`src/hw/rtl/rau_pkg.sv`:
```
// Shared types and constants for the rational arithmetic unit.
// Holds beat structs, operation and status codes, sequencer states and widths.
// No dependencies.
`timescale 1ns / 1ps
`default_nettype none

package rau_pkg;

	// operand width of each fraction part
	localparam int OPW = 16;
	// magnitude width of products and sums
	localparam int MW = 2 * OPW;
	// width of the common power-of-two count in the binary gcd
	localparam int KW = $clog2(MW + 1);
	// width of the divider step counter
	localparam int DCW = $clog2(MW);

	localparam int RES_NUM_W = 33;
	localparam int RES_DEN_W = 32;

	typedef enum logic [1:0] {
		FN_ADD,
		FN_SUB,
		FN_MUL,
		FN_DIV
	} func_t;

	typedef enum logic [1:0] {
		ST_OK,
		ST_ZERO_DEN,
		ST_UNDEF
	} status_t;

	typedef struct packed {
		func_t                  func;
		logic signed [OPW-1:0]  lhs_num;
		logic signed [OPW-1:0]  lhs_den;
		logic signed [OPW-1:0]  rhs_num;
		logic signed [OPW-1:0]  rhs_den;
	} req_t;

	typedef struct packed {
		logic signed [RES_NUM_W-1:0] res_num;
		logic [RES_DEN_W-1:0]        res_den;
		status_t                     status;
	} rsp_t;

	typedef enum logic [2:0] {
		SQ_IDLE,
		SQ_MUL0,
		SQ_MUL1,
		SQ_MUL2,
		SQ_SUM,
		SQ_RED,
		SQ_OUT
	} seq_state_t;

	typedef enum logic [1:0] {
		RD_IDLE,
		RD_GCD,
		RD_DIV
	} red_state_t;

	// request into the reduction engine
	typedef struct packed {
		logic          start;
		logic [MW-1:0] num;
		logic [MW-1:0] den;
	} red_req_t;

	// result of the reduction engine, held until the next start
	typedef struct packed {
		logic          done;
		logic          g_zero;
		logic [MW-1:0] qn;
		logic [MW-1:0] qd;
	} red_rsp_t;

endpackage

`default_nettype wire

```
`src/hw/rtl/rau_reduce.sv`:
```
// Reduction engine: binary gcd of two magnitudes, then both divided by it.
// One shift or subtract step per cycle for the gcd, restoring division after.
// Depends on rau_pkg.
`timescale 1ns / 1ps
`default_nettype none

module rau_reduce (
	input  wire logic             clk,
	input  wire logic             arst_n,
	input  wire rau_pkg::red_req_t req,
	output rau_pkg::red_rsp_t     rsp
);

	rau_pkg::red_state_t state_q, state_d;

	logic [rau_pkg::MW-1:0]  a_q, b_q, g_q;
	logic [rau_pkg::KW-1:0]  k_q;
	logic [rau_pkg::MW-1:0]  xn_q, xd_q, remn_q, remd_q;
	logic [rau_pkg::DCW-1:0] cnt_q;

	logic                    gcd_end;
	logic [rau_pkg::MW-1:0]  gcd_val;
	logic                    a_ge;
	logic [rau_pkg::MW-1:0]  dif;
	logic                    done;

	logic [rau_pkg::MW:0]    rn2, rd2, gx;
	logic                    geq_n, geq_d;

	assign gcd_end = (a_q == '0) || (b_q == '0);
	assign gcd_val = (a_q | b_q) << k_q;
	assign a_ge    = a_q >= b_q;
	assign dif     = a_ge ? (a_q - b_q) : (b_q - a_q);

	assign gx    = {1'b0, g_q};
	assign rn2   = {remn_q, xn_q[rau_pkg::MW-1]};
	assign rd2   = {remd_q, xd_q[rau_pkg::MW-1]};
	assign geq_n = rn2 >= gx;
	assign geq_d = rd2 >= gx;

	always_ff @(posedge clk or negedge arst_n) begin
		if (!arst_n) begin
			state_q <= rau_pkg::RD_IDLE;
		end else begin
			state_q <= state_d;
		end
	end

	always_comb begin
		state_d = state_q;
		done    = 1'b0;
		case (state_q)
			rau_pkg::RD_IDLE: begin
				if (req.start) begin
					state_d = rau_pkg::RD_GCD;
				end
			end
			rau_pkg::RD_GCD: begin
				if (gcd_end) begin
					if (gcd_val == '0) begin
						state_d = rau_pkg::RD_IDLE;
						done    = 1'b1;
					end else begin
						state_d = rau_pkg::RD_DIV;
					end
				end
			end
			rau_pkg::RD_DIV: begin
				if (cnt_q == '0) begin
					state_d = rau_pkg::RD_IDLE;
					done    = 1'b1;
				end
			end
			default: begin
				state_d = rau_pkg::RD_IDLE;
			end
		endcase
	end

	always_ff @(posedge clk) begin
		case (state_q)
			rau_pkg::RD_IDLE: begin
				if (req.start) begin
					a_q  <= req.num;
					b_q  <= req.den;
					xn_q <= req.num;
					xd_q <= req.den;
					k_q  <= '0;
				end
			end
			rau_pkg::RD_GCD: begin
				if (gcd_end) begin
					g_q    <= gcd_val;
					remn_q <= '0;
					remd_q <= '0;
					cnt_q  <= rau_pkg::DCW'(rau_pkg::MW - 1);
				end else if (!a_q[0] && !b_q[0]) begin
					// common factor of two: pull it out and count it
					a_q <= a_q >> 1;
					b_q <= b_q >> 1;
					k_q <= k_q + 1'b1;
				end else if (!a_q[0]) begin
					a_q <= a_q >> 1;
				end else if (!b_q[0]) begin
					b_q <= b_q >> 1;
				end else if (a_ge) begin
					a_q <= dif >> 1;
				end else begin
					b_q <= dif >> 1;
				end
			end
			rau_pkg::RD_DIV: begin
				remn_q <= geq_n ? rau_pkg::MW'(rn2 - gx) : rn2[rau_pkg::MW-1:0];
				remd_q <= geq_d ? rau_pkg::MW'(rd2 - gx) : rd2[rau_pkg::MW-1:0];
				xn_q   <= {xn_q[rau_pkg::MW-2:0], geq_n};
				xd_q   <= {xd_q[rau_pkg::MW-2:0], geq_d};
				cnt_q  <= cnt_q - 1'b1;
			end
			default: begin
				g_q <= g_q;
			end
		endcase
	end

	assign rsp.done   = done;
	assign rsp.g_zero = (g_q == '0);
	assign rsp.qn     = (g_q == '0) ? '0 : xn_q;
	assign rsp.qd     = (g_q == '0) ? '0 : xd_q;

endmodule

`default_nettype wire

```
`src/hw/rtl/rational_arithmetic_unit.sv`:
```
// Top level of the rational arithmetic unit: sequencer, shared multiplier,
// sign handling and output register. Depends on rau_pkg and rau_reduce.
//
// Usage:
//   Request channel (req_valid, req_stall, req): one beat carries an
//   operation code (add, subtract, multiply, divide) and two signed
//   fractions. Response channel (rsp_valid, rsp_stall, rsp): one beat per
//   request with the reduced numerator, a non-negative denominator and a
//   status (ok, zero denominator, zero over zero).
//   One request is in work at a time; req_stall is high from the cycle
//   after acceptance until the result has been moved to the output
//   register. A finished result waits in that register while the next
//   request is already taken and worked on.
//   Work from accept to rsp_valid: three products on the shared 16x16
//   multiplier (MUL0, MUL1, MUL2), a sign/sum step, the binary gcd steps
//   (one compare-subtract or shift per cycle), 32 restoring divide steps
//   and an output load step. Zero over zero skips the divide. A new
//   request is taken only after the last result has been loaded; the gcd
//   loop is the part of the work whose length varies.
//   Reset (arst_n low) clears the sequencer and drops any pending result.
//   While rsp_stall is high the result holds; the block finishes the next
//   request and then waits until the output register frees up.
`timescale 1ns / 1ps
`default_nettype none

module rational_arithmetic_unit (
	input  wire logic          clk,
	input  wire logic          arst_n,
	input  wire logic          req_valid,
	output logic               req_stall,
	input  wire rau_pkg::req_t req,
	output logic               rsp_valid,
	input  wire logic          rsp_stall,
	output rau_pkg::rsp_t      rsp
);

	localparam int OPW = rau_pkg::OPW;
	localparam int MW  = rau_pkg::MW;

	rau_pkg::seq_state_t state_q, state_d;

	// captured operands: magnitudes and signs after subtract / divide fixup
	rau_pkg::func_t op_q;
	logic [OPW-1:0] ln_mag_q, ld_mag_q, rn_mag_q, rd_mag_q;
	logic           ln_neg_q, ld_neg_q, rn_neg_q, rd_neg_q;

	logic [OPW-1:0] ln_mag, ld_mag, rn_mag, rd_mag;
	logic           rn_neg_adj;

	// shared multiplier and product registers
	logic [OPW-1:0] ma, mb;
	logic [MW-1:0]  prod;
	logic [MW-1:0]  p0_q, p1_q, p2_q;

	logic           is_add;
	logic           s0e, s1e;
	logic [MW-1:0]  sum;
	logic           sneg;
	logic           neg_d, neg_q;

	logic           accept;
	logic           load_out;

	rau_pkg::red_req_t red_req;
	rau_pkg::red_rsp_t red_rsp;

	rau_pkg::rsp_t                      rsp_d, rsp_q;
	logic                               rsp_valid_q;
	logic [rau_pkg::RES_NUM_W-1:0]      qn_ext;

	assign accept = req_valid && !req_stall;
	assign is_add = (op_q == rau_pkg::FN_ADD) || (op_q == rau_pkg::FN_SUB);

	// magnitudes of the raw operands; the most negative value maps to 2^(OPW-1)
	assign ln_mag = req.lhs_num[OPW-1] ? OPW'(-req.lhs_num) : OPW'(req.lhs_num);
	assign ld_mag = req.lhs_den[OPW-1] ? OPW'(-req.lhs_den) : OPW'(req.lhs_den);
	assign rn_mag = req.rhs_num[OPW-1] ? OPW'(-req.rhs_num) : OPW'(req.rhs_num);
	assign rd_mag = req.rhs_den[OPW-1] ? OPW'(-req.rhs_den) : OPW'(req.rhs_den);

	// subtract flips the right numerator's sign, but only when it is nonzero
	assign rn_neg_adj = req.rhs_num[OPW-1] ^
		((req.func == rau_pkg::FN_SUB) && (rn_mag != '0));

	always_ff @(posedge clk) begin
		if (accept) begin
			op_q     <= req.func;
			ln_mag_q <= ln_mag;
			ln_neg_q <= req.lhs_num[OPW-1];
			ld_mag_q <= ld_mag;
			ld_neg_q <= req.lhs_den[OPW-1];
			if (req.func == rau_pkg::FN_DIV) begin
				// divide: swap the right operand's parts, then multiply
				rn_mag_q <= rd_mag;
				rn_neg_q <= req.rhs_den[OPW-1];
				rd_mag_q <= rn_mag;
				rd_neg_q <= rn_neg_adj;
			end else begin
				rn_mag_q <= rn_mag;
				rn_neg_q <= rn_neg_adj;
				rd_mag_q <= rd_mag;
				rd_neg_q <= req.rhs_den[OPW-1];
			end
		end
	end

	// one multiplier, three uses: ln*rd, then ld*rn (or ln*rn), then ld*rd
	always_comb begin
		case (state_q)
			rau_pkg::SQ_MUL0: begin
				ma = ln_mag_q;
				mb = rd_mag_q;
			end
			rau_pkg::SQ_MUL1: begin
				ma = is_add ? ld_mag_q : ln_mag_q;
				mb = rn_mag_q;
			end
			default: begin
				ma = ld_mag_q;
				mb = rd_mag_q;
			end
		endcase
		prod = {{OPW{1'b0}}, ma} * {{OPW{1'b0}}, mb};
	end

	always_ff @(posedge clk) begin
		if (state_q == rau_pkg::SQ_MUL0) begin
			p0_q <= prod;
		end
		if (state_q == rau_pkg::SQ_MUL1) begin
			p1_q <= prod;
		end
		if (state_q == rau_pkg::SQ_MUL2) begin
			p2_q <= prod;
		end
	end

	// sign-magnitude sum of the two cross products; zero carries no sign
	always_comb begin
		s0e = (ln_neg_q ^ rd_neg_q) && (p0_q != '0);
		s1e = (is_add ? (ld_neg_q ^ rn_neg_q) : (ln_neg_q ^ rn_neg_q)) && (p1_q != '0);
		if (!is_add) begin
			sum  = p1_q;
			sneg = s1e;
		end else if (s0e == s1e) begin
			sum  = p0_q + p1_q;
			sneg = s0e;
		end else if (p0_q >= p1_q) begin
			sum  = p0_q - p1_q;
			sneg = s0e;
		end else begin
			sum  = p1_q - p0_q;
			sneg = s1e;
		end
		// fold a negative denominator into the numerator's sign
		neg_d = (sneg && (sum != '0)) ^ ((ld_neg_q ^ rd_neg_q) && (p2_q != '0));
	end

	always_ff @(posedge clk) begin
		if (state_q == rau_pkg::SQ_SUM) begin
			neg_q <= neg_d;
		end
	end

	assign red_req.start = (state_q == rau_pkg::SQ_SUM);
	assign red_req.num   = sum;
	assign red_req.den   = p2_q;

	rau_reduce u_reduce (
		.clk    (clk),
		.arst_n (arst_n),
		.req    (red_req),
		.rsp    (red_rsp)
	);

	// sequencer
	always_ff @(posedge clk or negedge arst_n) begin
		if (!arst_n) begin
			state_q <= rau_pkg::SQ_IDLE;
		end else begin
			state_q <= state_d;
		end
	end

	always_comb begin
		state_d   = state_q;
		req_stall = 1'b1;
		load_out  = 1'b0;
		case (state_q)
			rau_pkg::SQ_IDLE: begin
				req_stall = 1'b0;
				if (req_valid) begin
					state_d = rau_pkg::SQ_MUL0;
				end
			end
			rau_pkg::SQ_MUL0: state_d = rau_pkg::SQ_MUL1;
			rau_pkg::SQ_MUL1: state_d = rau_pkg::SQ_MUL2;
			rau_pkg::SQ_MUL2: state_d = rau_pkg::SQ_SUM;
			rau_pkg::SQ_SUM:  state_d = rau_pkg::SQ_RED;
			rau_pkg::SQ_RED: begin
				if (red_rsp.done) begin
					state_d = rau_pkg::SQ_OUT;
				end
			end
			rau_pkg::SQ_OUT: begin
				// hold until the output register is free or being drained
				if (!rsp_valid_q || !rsp_stall) begin
					load_out = 1'b1;
					state_d  = rau_pkg::SQ_IDLE;
				end
			end
			default: begin
				state_d = rau_pkg::SQ_IDLE;
			end
		endcase
	end

	// result formatting
	always_comb begin
		qn_ext        = rau_pkg::RES_NUM_W'(red_rsp.qn);
		rsp_d.res_num = neg_q ? -qn_ext : qn_ext;
		rsp_d.res_den = rau_pkg::RES_DEN_W'(red_rsp.qd);
		if (red_rsp.g_zero) begin
			rsp_d.status = rau_pkg::ST_UNDEF;
		end else if (red_rsp.qd == '0) begin
			rsp_d.status = rau_pkg::ST_ZERO_DEN;
		end else begin
			rsp_d.status = rau_pkg::ST_OK;
		end
	end

	always_ff @(posedge clk or negedge arst_n) begin
		if (!arst_n) begin
			rsp_valid_q <= 1'b0;
		end else if (load_out) begin
			rsp_valid_q <= 1'b1;
		end else if (!rsp_stall) begin
			rsp_valid_q <= 1'b0;
		end
	end

	always_ff @(posedge clk) begin
		if (load_out) begin
			rsp_q <= rsp_d;
		end
	end

	assign rsp_valid = rsp_valid_q;
	assign rsp       = rsp_q;

`ifndef NO_ASSERTIONS
	// one request at a time: after an accepted beat the input stalls
	a_accept_stalls: assert property (@(posedge clk) disable iff (!arst_n)
		accept |=> req_stall)
		else $error("request accepted while a previous one is in work");

	// the reduction engine is started only from the sum step
	a_start_from_sum: assert property (@(posedge clk) disable iff (!arst_n)
		red_req.start |-> $past(state_q) == rau_pkg::SQ_MUL2)
		else $error("reduction started out of sequence");

	// zero over zero always comes out as 0/0
	a_undef_zero: assert property (@(posedge clk) disable iff (!arst_n)
		(rsp_valid && rsp.status == rau_pkg::ST_UNDEF) |->
		(rsp.res_num == '0 && rsp.res_den == '0))
		else $error("undefined result is not 0/0");

	// an ok result never has a zero denominator
	a_ok_den: assert property (@(posedge clk) disable iff (!arst_n)
		(rsp_valid && rsp.status == rau_pkg::ST_OK) |-> rsp.res_den != '0)
		else $error("ok status with zero denominator");
`endif

endmodule

`default_nettype wire

```
`config.mk`:
```
export PLATFORM = sky130hd
export DESIGN_NAME = rational_arithmetic_unit
export DESIGN_NICKNAME = d
export VERILOG_FILES = /design/src/hw/rtl/rau_pkg.sv /design/src/hw/rtl/rau_reduce.sv /design/src/hw/rtl/rational_arithmetic_unit.sv
export SDC_FILE = /design/constraint.sdc
export NUM_CORES = 2
export LEC_CHECK = 0
export BUFFER_PORTS_ARGS = -buffer_cell sky130_fd_sc_hd__buf_2
export CAP_MARGIN = 20
export CORE_MARGIN = 2
export CORE_UTILIZATION = 60
export DETAILED_ROUTE_END_ITERATION = 8
export GPL_TIMING_DRIVEN = 0
export PLACE_DENSITY = 0.84
export SYNTH_ARGS = -nofsm -noshare
export SYNTH_HDL_FRONTEND = slang
export SYNTH_HIERARCHICAL = 1
export SYNTH_SLANG_ARGS = --single-unit
```
`constraint.sdc`:
```
create_clock -name clk -period 14.43 [get_ports clk]
set_clock_uncertainty 0.15 [all_clocks]
set_input_delay 2.1645 -clock clk [delete_from_list [all_inputs] [get_ports clk]]
set_output_delay 2.1645 -clock clk [all_outputs]
set_load 0.03 [all_outputs]
```
* Word-level counts from Yosys, hierarchy flattened
Cells that the tools add are included.
Cells by class: eq/ne operators 25, reduce and logical (&&, ||, !) cells 41, multipliers 1, muxes and demuxes 68, bitwise operators 7, $add $sub $neg 14, shifts and indexed selects 1, order comparisons 4
Operators by type and width (count):
- $mux 32 | 22
- $pmux 32 s2 | 6
- $sub 32x32->32 | 6
- $logic_not 32->1 | 5
- $reduce_bool 32->1 | 4
- $mux 16 | 6
- $ge 33x32->1 | 2
- $ge 32x32->1 | 2
- $neg 16->16 | 4
- $neg 32->33 | 1
- $add 32x32->32 | 1
- $mul 16x16->32 | 1
- $or 32x32->32 | 1
- $pmux 16 s2 | 1
- $shl 32x6->32 | 1
- $mux 15 | 2
- $pmux 3 s7 | 1
- $mux 6 | 3
- $reduce_bool 16->1 | 1
- $mux 1 | 15
- $ne 4x4->1 const B | 3
- $pmux 6 s2 | 1
- $ne 2x1->1 const B | 5
- $pmux 5 s2 | 1
- other kinds (27) | 66
Storage, ports and cells: logic and storage cells 194, input bits 70, bits in registers 475

* Depth between registers and ports, before layout
depth after elaboration 10, mapped depth 34

* Hierarchy
The synthesis kept the hierarchy.
By module, submodules not included:
- rational_arithmetic_unit | times used 1, seq. area each 7096.8 µm², cells an instance 2630, area each 24548.5 µm²
- rau_reduce | times used 1, seq. area each 7106.8 µm², cells an instance 2175, area each 20307.0 µm²

* Worst setup path before layout
No wires, ideal clock.
kind register -> register, from register state_q[2] (netlist name), to register p0_q[31], data pin, period minus slack after synthesis 10.521 ns, data arrival time 10.094 ns, slack 3.909 ns, setup time 0.278 ns, data required time 14.002 ns, cell stages (with the launch flop) 31, path buffers 3, cells stage by stage dfrtp_1 -> clkbuf_1 -> nor3b_1 -> a21oi_1 -> clkbuf_1 -> clkbuf_1 -> mux2i_1 -> nor2_1 -> fa_1 -> inv_1 -> fa_1 -> fa_1 -> inv_1 -> fa_1 -> fa_1 -> inv_1 -> fa_1 -> inv_1 -> ha_1 -> or2_2 -> a21oi_1 -> a31oi_1 -> a41oi_1 -> a21oi_1 -> and4_1 -> o31a_1 -> o21ai_0 -> nand2b_1 -> a41o_1 -> o41ai_1 -> xnor2_1
RTL lines:
- to (signal assigned) | line rational_arithmetic_unit.sv:127 | p0_q <= prod;
- to (decl) | line rational_arithmetic_unit.sv:53 | logic [MW-1:0] p0_q, p1_q, p2_q;

* Final worst setup path
from register op_q[1], to register p0_q[31], data pin
On the way: cells in the longest elaborated chain, start to end 5
RTL lines:
- from (decl) | line rational_arithmetic_unit.sv:43 | rau_pkg::func_t op_q;
- from (signal assigned) | line rational_arithmetic_unit.sv:86 | op_q <= req.func;
- $eq 2x1->1 or $logic_not 2->1 (tied branches) | line rational_arithmetic_unit.sv:72 | assign is_add = (op_q == rau_pkg::FN_ADD) || (op_q == rau_pkg::FN_SUB);
- $logic_or 1x1->1 * | line rational_arithmetic_unit.sv:72
- $mux 16 * | line rational_arithmetic_unit.sv:114 | ma = is_add ? ld_mag_q : ln_mag_q;
- $pmux 16 s2 * | line rational_arithmetic_unit.sv:108 | case (state_q)
- $mul 16x16->32 * | line rational_arithmetic_unit.sv:122 | prod = {{OPW{1'b0}}, ma} * {{OPW{1'b0}}, mb};
- named net prod[31] | line rational_arithmetic_unit.sv:52 | logic [MW-1:0] prod;
The timed path passes the listed nets; every way through them passes the cells marked *. A chain may end at the register's enable or synchronous reset.

==> key figures <==
Clock network
  • Root Driver: clkbuf_16
  • Post-cts resize count: 0
  • CTS max path bufs: 3
  • CTS tree: yes
  • Clock Sinks: 474
  • H-tree levels: 2
  • Clock-pin slew on the worst setup and hold paths: 0.06 ns
  • Postcts setup bufs: 0
  • TritonCTS buffer count: 53
  • Worst skew pair latency: 0.64 ns
  • Hold-fix buffers, CTS: 0

Global routing
  • Global-route wire length before repair: 226,300 um
  • Initial antenna violation count: 10
  • GRT overflow: 0
  • Vias in the first global route: 38,050
  • Largest net degree at the start of global routing: 70
  • Gr usage total: 38.22%

Logic synthesis
  • Syn Inst Count: 4,805
  • Library cells used by synthesis: 105
  • Post-synth EDFFs: 468
  • Synth Area in Simple Gates: 15.60%
  • Synthesized flop and latch total: 474
  • Avg Cell Area, Syn: 9.335 sq um
  • Synth Area in Compound Gates: 15.43%
  • Post-synthesis sequential area ratio: 31.67%
  • Synthesized cell area: 44,860 sq um
  • Xor and xnor area share after synthesis: 4.862%
  • Post-synthesis mux area share: 6.762%
  • Syn nets: 5,445
  • Ys flop type: edfxtp_1
  • Largest family of logic cells by synthesized area: adder cells
  • Adder-Cell Fraction of Synth Area: 19.26%
  • Async S/R FF share, synth: 1.266%
  • Syn. warnings: 6

Route
  • Iteration-0 DRC Markers: 5,189
  • DR vias: 39,780
  • Routed wire length: 150,400 um
  • Final ANT Viol Nets: 0
  • Routed WL per cell: 24.94 um
  • DR pass1 iterations: 6
  • DR vias/cell: 6.597
  • DR DRC count: 0

Place
  • PortBufs: 137
  • Place WS: 3.455 ns
  • Post-DP HPWL: 119,100 um
  • Placer congestion estimate: 1.059

Timing
  • Unrepaired setup endpoints after global routing: no
  • Hold Vio Cnt, Final: 0
  • Final worst setup slack: 3.162 ns
  • Fin crit share: 78.09%
  • # setup viols final: 0
  • Hold WS: 0.4013 ns
  • Setup tns final: 0 ns
  • Relative slew slack: 8.784%
  • Slew @ Worst Pin: 1.368 ns
  • Minimum clock period: 11.27 ns
  • Final max-slew violation count: 0
  • Achievable frequency: 88.74 MHz

Floorplanning
  • # rows: 100
  • Top Ports: 139
  • Die Area: 76,960 sq um
  • Die X: 277.4 um
  • Die extent in y: 277.4 um
  • Starting Density: 60.46%
  • Core area: 74,200 sq um

Finish
  • Seq. cell area: 14,200 sq um
  • Layout cells sized above 1: 9.642%
  • Commonest non-fill, non-tap cell in the layout: inv_1
  • Area of the multi-input gates: 27,810 sq um
  • Filler cells: 5,962
  • Area Overhead vs Synth: 8.990%
  • Nets: 5,659
  • Commonest non-fill, non-tap cells in the layout: inv_1 (519), nor2_1 (498), edfxtp_1 (468)

Hold path
  • Hold/Removal Path Class: reg2reg

Critical path
  • Nature of the critical path startpoint: register
  • Worst Path Buf+Inv: 9
  • Most frequent cell on the critical path: fa_1
  • CP Capture Type: register
  • Crit Path Max Fanout: 10
  • Delay of the slowest cell on the worst path: 0.72 ns
  • Crit Path Category: reg2reg
  • Crit path DAT: 11.41 ns
  • Critical path's top delay family: adder cells
  • Highest-delay cell along the critical path: mux2i_1
  • WP data required: 14.57 ns

Status
  • Outcome: finished, final reports clean

Run
  • Max Cap Violations: 0
==> registers in the layout (all words and copies together) (netlist names), 32 cells and up <==
| register | flops |
|---|---|
| u_reduce/xd_q | 32 |
| u_reduce/g_q | 32 |
| p0_q | 32 |
| u_reduce/xn_q | 32 |
| u_reduce/remn_q | 32 |
| rsp | 67 |
| u_reduce/a_q | 32 |
| p1_q | 32 |
| u_reduce/remd_q | 32 |
| u_reduce/b_q | 32 |
| p2_q | 32 |
==> final cells by class <==
cell class	instances	area share, %
multi-input combinational	3596	56.89
clock buffer	62	2.782
inverter	525	4.031
timing repair buffer	159	2.076
antenna	1	0.005119
buffer	210	1.868
tap	969	2.480
clock inverter	35	0.8164
sequential	474	29.05
==> cell families after synthesis <==
kind of cell	Yosys count
adders and majority gates	570
and+or+nand+nor	1468
xor gates and xnor gates	249
buffers and inverters	735
AOI/OAI and AO/OA	1048
muxes	261
DFF	474
==> synth_stat cells (45+ instances only) <==
library cell | n | share of area, %
mux2_2 | 106 | 2.7
nand2_1 | 376 | 3.1
o21ai_0 | 207 | 2.3
nand2b_1 | 45 | 0.63
edfxtp_1 | 468 | 31
o31ai_1 | 45 | 0.75
nor3_1 | 79 | 0.88
fa_1 | 201 | 9.0
xor2_1 | 57 | 1.1
mux2i_1 | 132 | 2.9
nor4_1 | 89 | 1.2
nor2_1 | 501 | 4.2
nand3_1 | 66 | 0.74
clkbuf_1 | 146 | 1.2
a211oi_1 | 60 | 1.0
a21o_1 | 69 | 1.2
a21oi_1 | 283 | 3.2
xnor2_1 | 192 | 3.7
ha_1 | 369 | 10
inv_1 | 519 | 4.3
nor2b_1 | 114 | 1.6
==> worst paths after layout <==
check	from	end	slack, ns	cells past startpoint
setup reg to reg	op_q[1]	p0_q[31]	3.16	31
hold / removal	u_reduce/xn_q[10]	u_reduce/xn_q[11]	0.40	1
min in group asynchronous	arst_n	rsp_valid	1.23	1
setup / recovery	op_q[1]	p0_q[31]	3.16	31
hold reg to reg	u_reduce/xn_q[10]	u_reduce/xn_q[11]	0.40	1
max in group asynchronous	arst_n	u_reduce/state_q[0]	12.71	1
==> per-layer routing <==
layer | track usage, % | vias to the layer above | share of wire [%]
li1 | - | 17540 | -
met1 | 50.59 | 19160 | 38
met2 | 59.10 | 2563 | 44
met3 | 8.389 | 520 | 12
met4 | 19.77 | 6 | 6.1
met5 | 0 | - | 0.023
==> metrics by stage <==
| step | std cells | util [%] | area, sq um |
|---|---|---|---|
| 4_1_cts | 6025 | 65.84 | 48850 |
| 3_3_place_gp | 5911 | 63.01 | 46750 |
| 3_5_place_dp | 5928 | 63.47 | 47090 |
| 2_1_floorplan | 4805 | - | 44860 |
| 5_1_grt | 6030 | 65.89 | 48890 |
| 6_report | 6031 | 65.89 | 48890 |
Power is left out: the tool's default activity adds up to more than one toggle a clock period on the data nets, which glitch-free logic cannot reach.
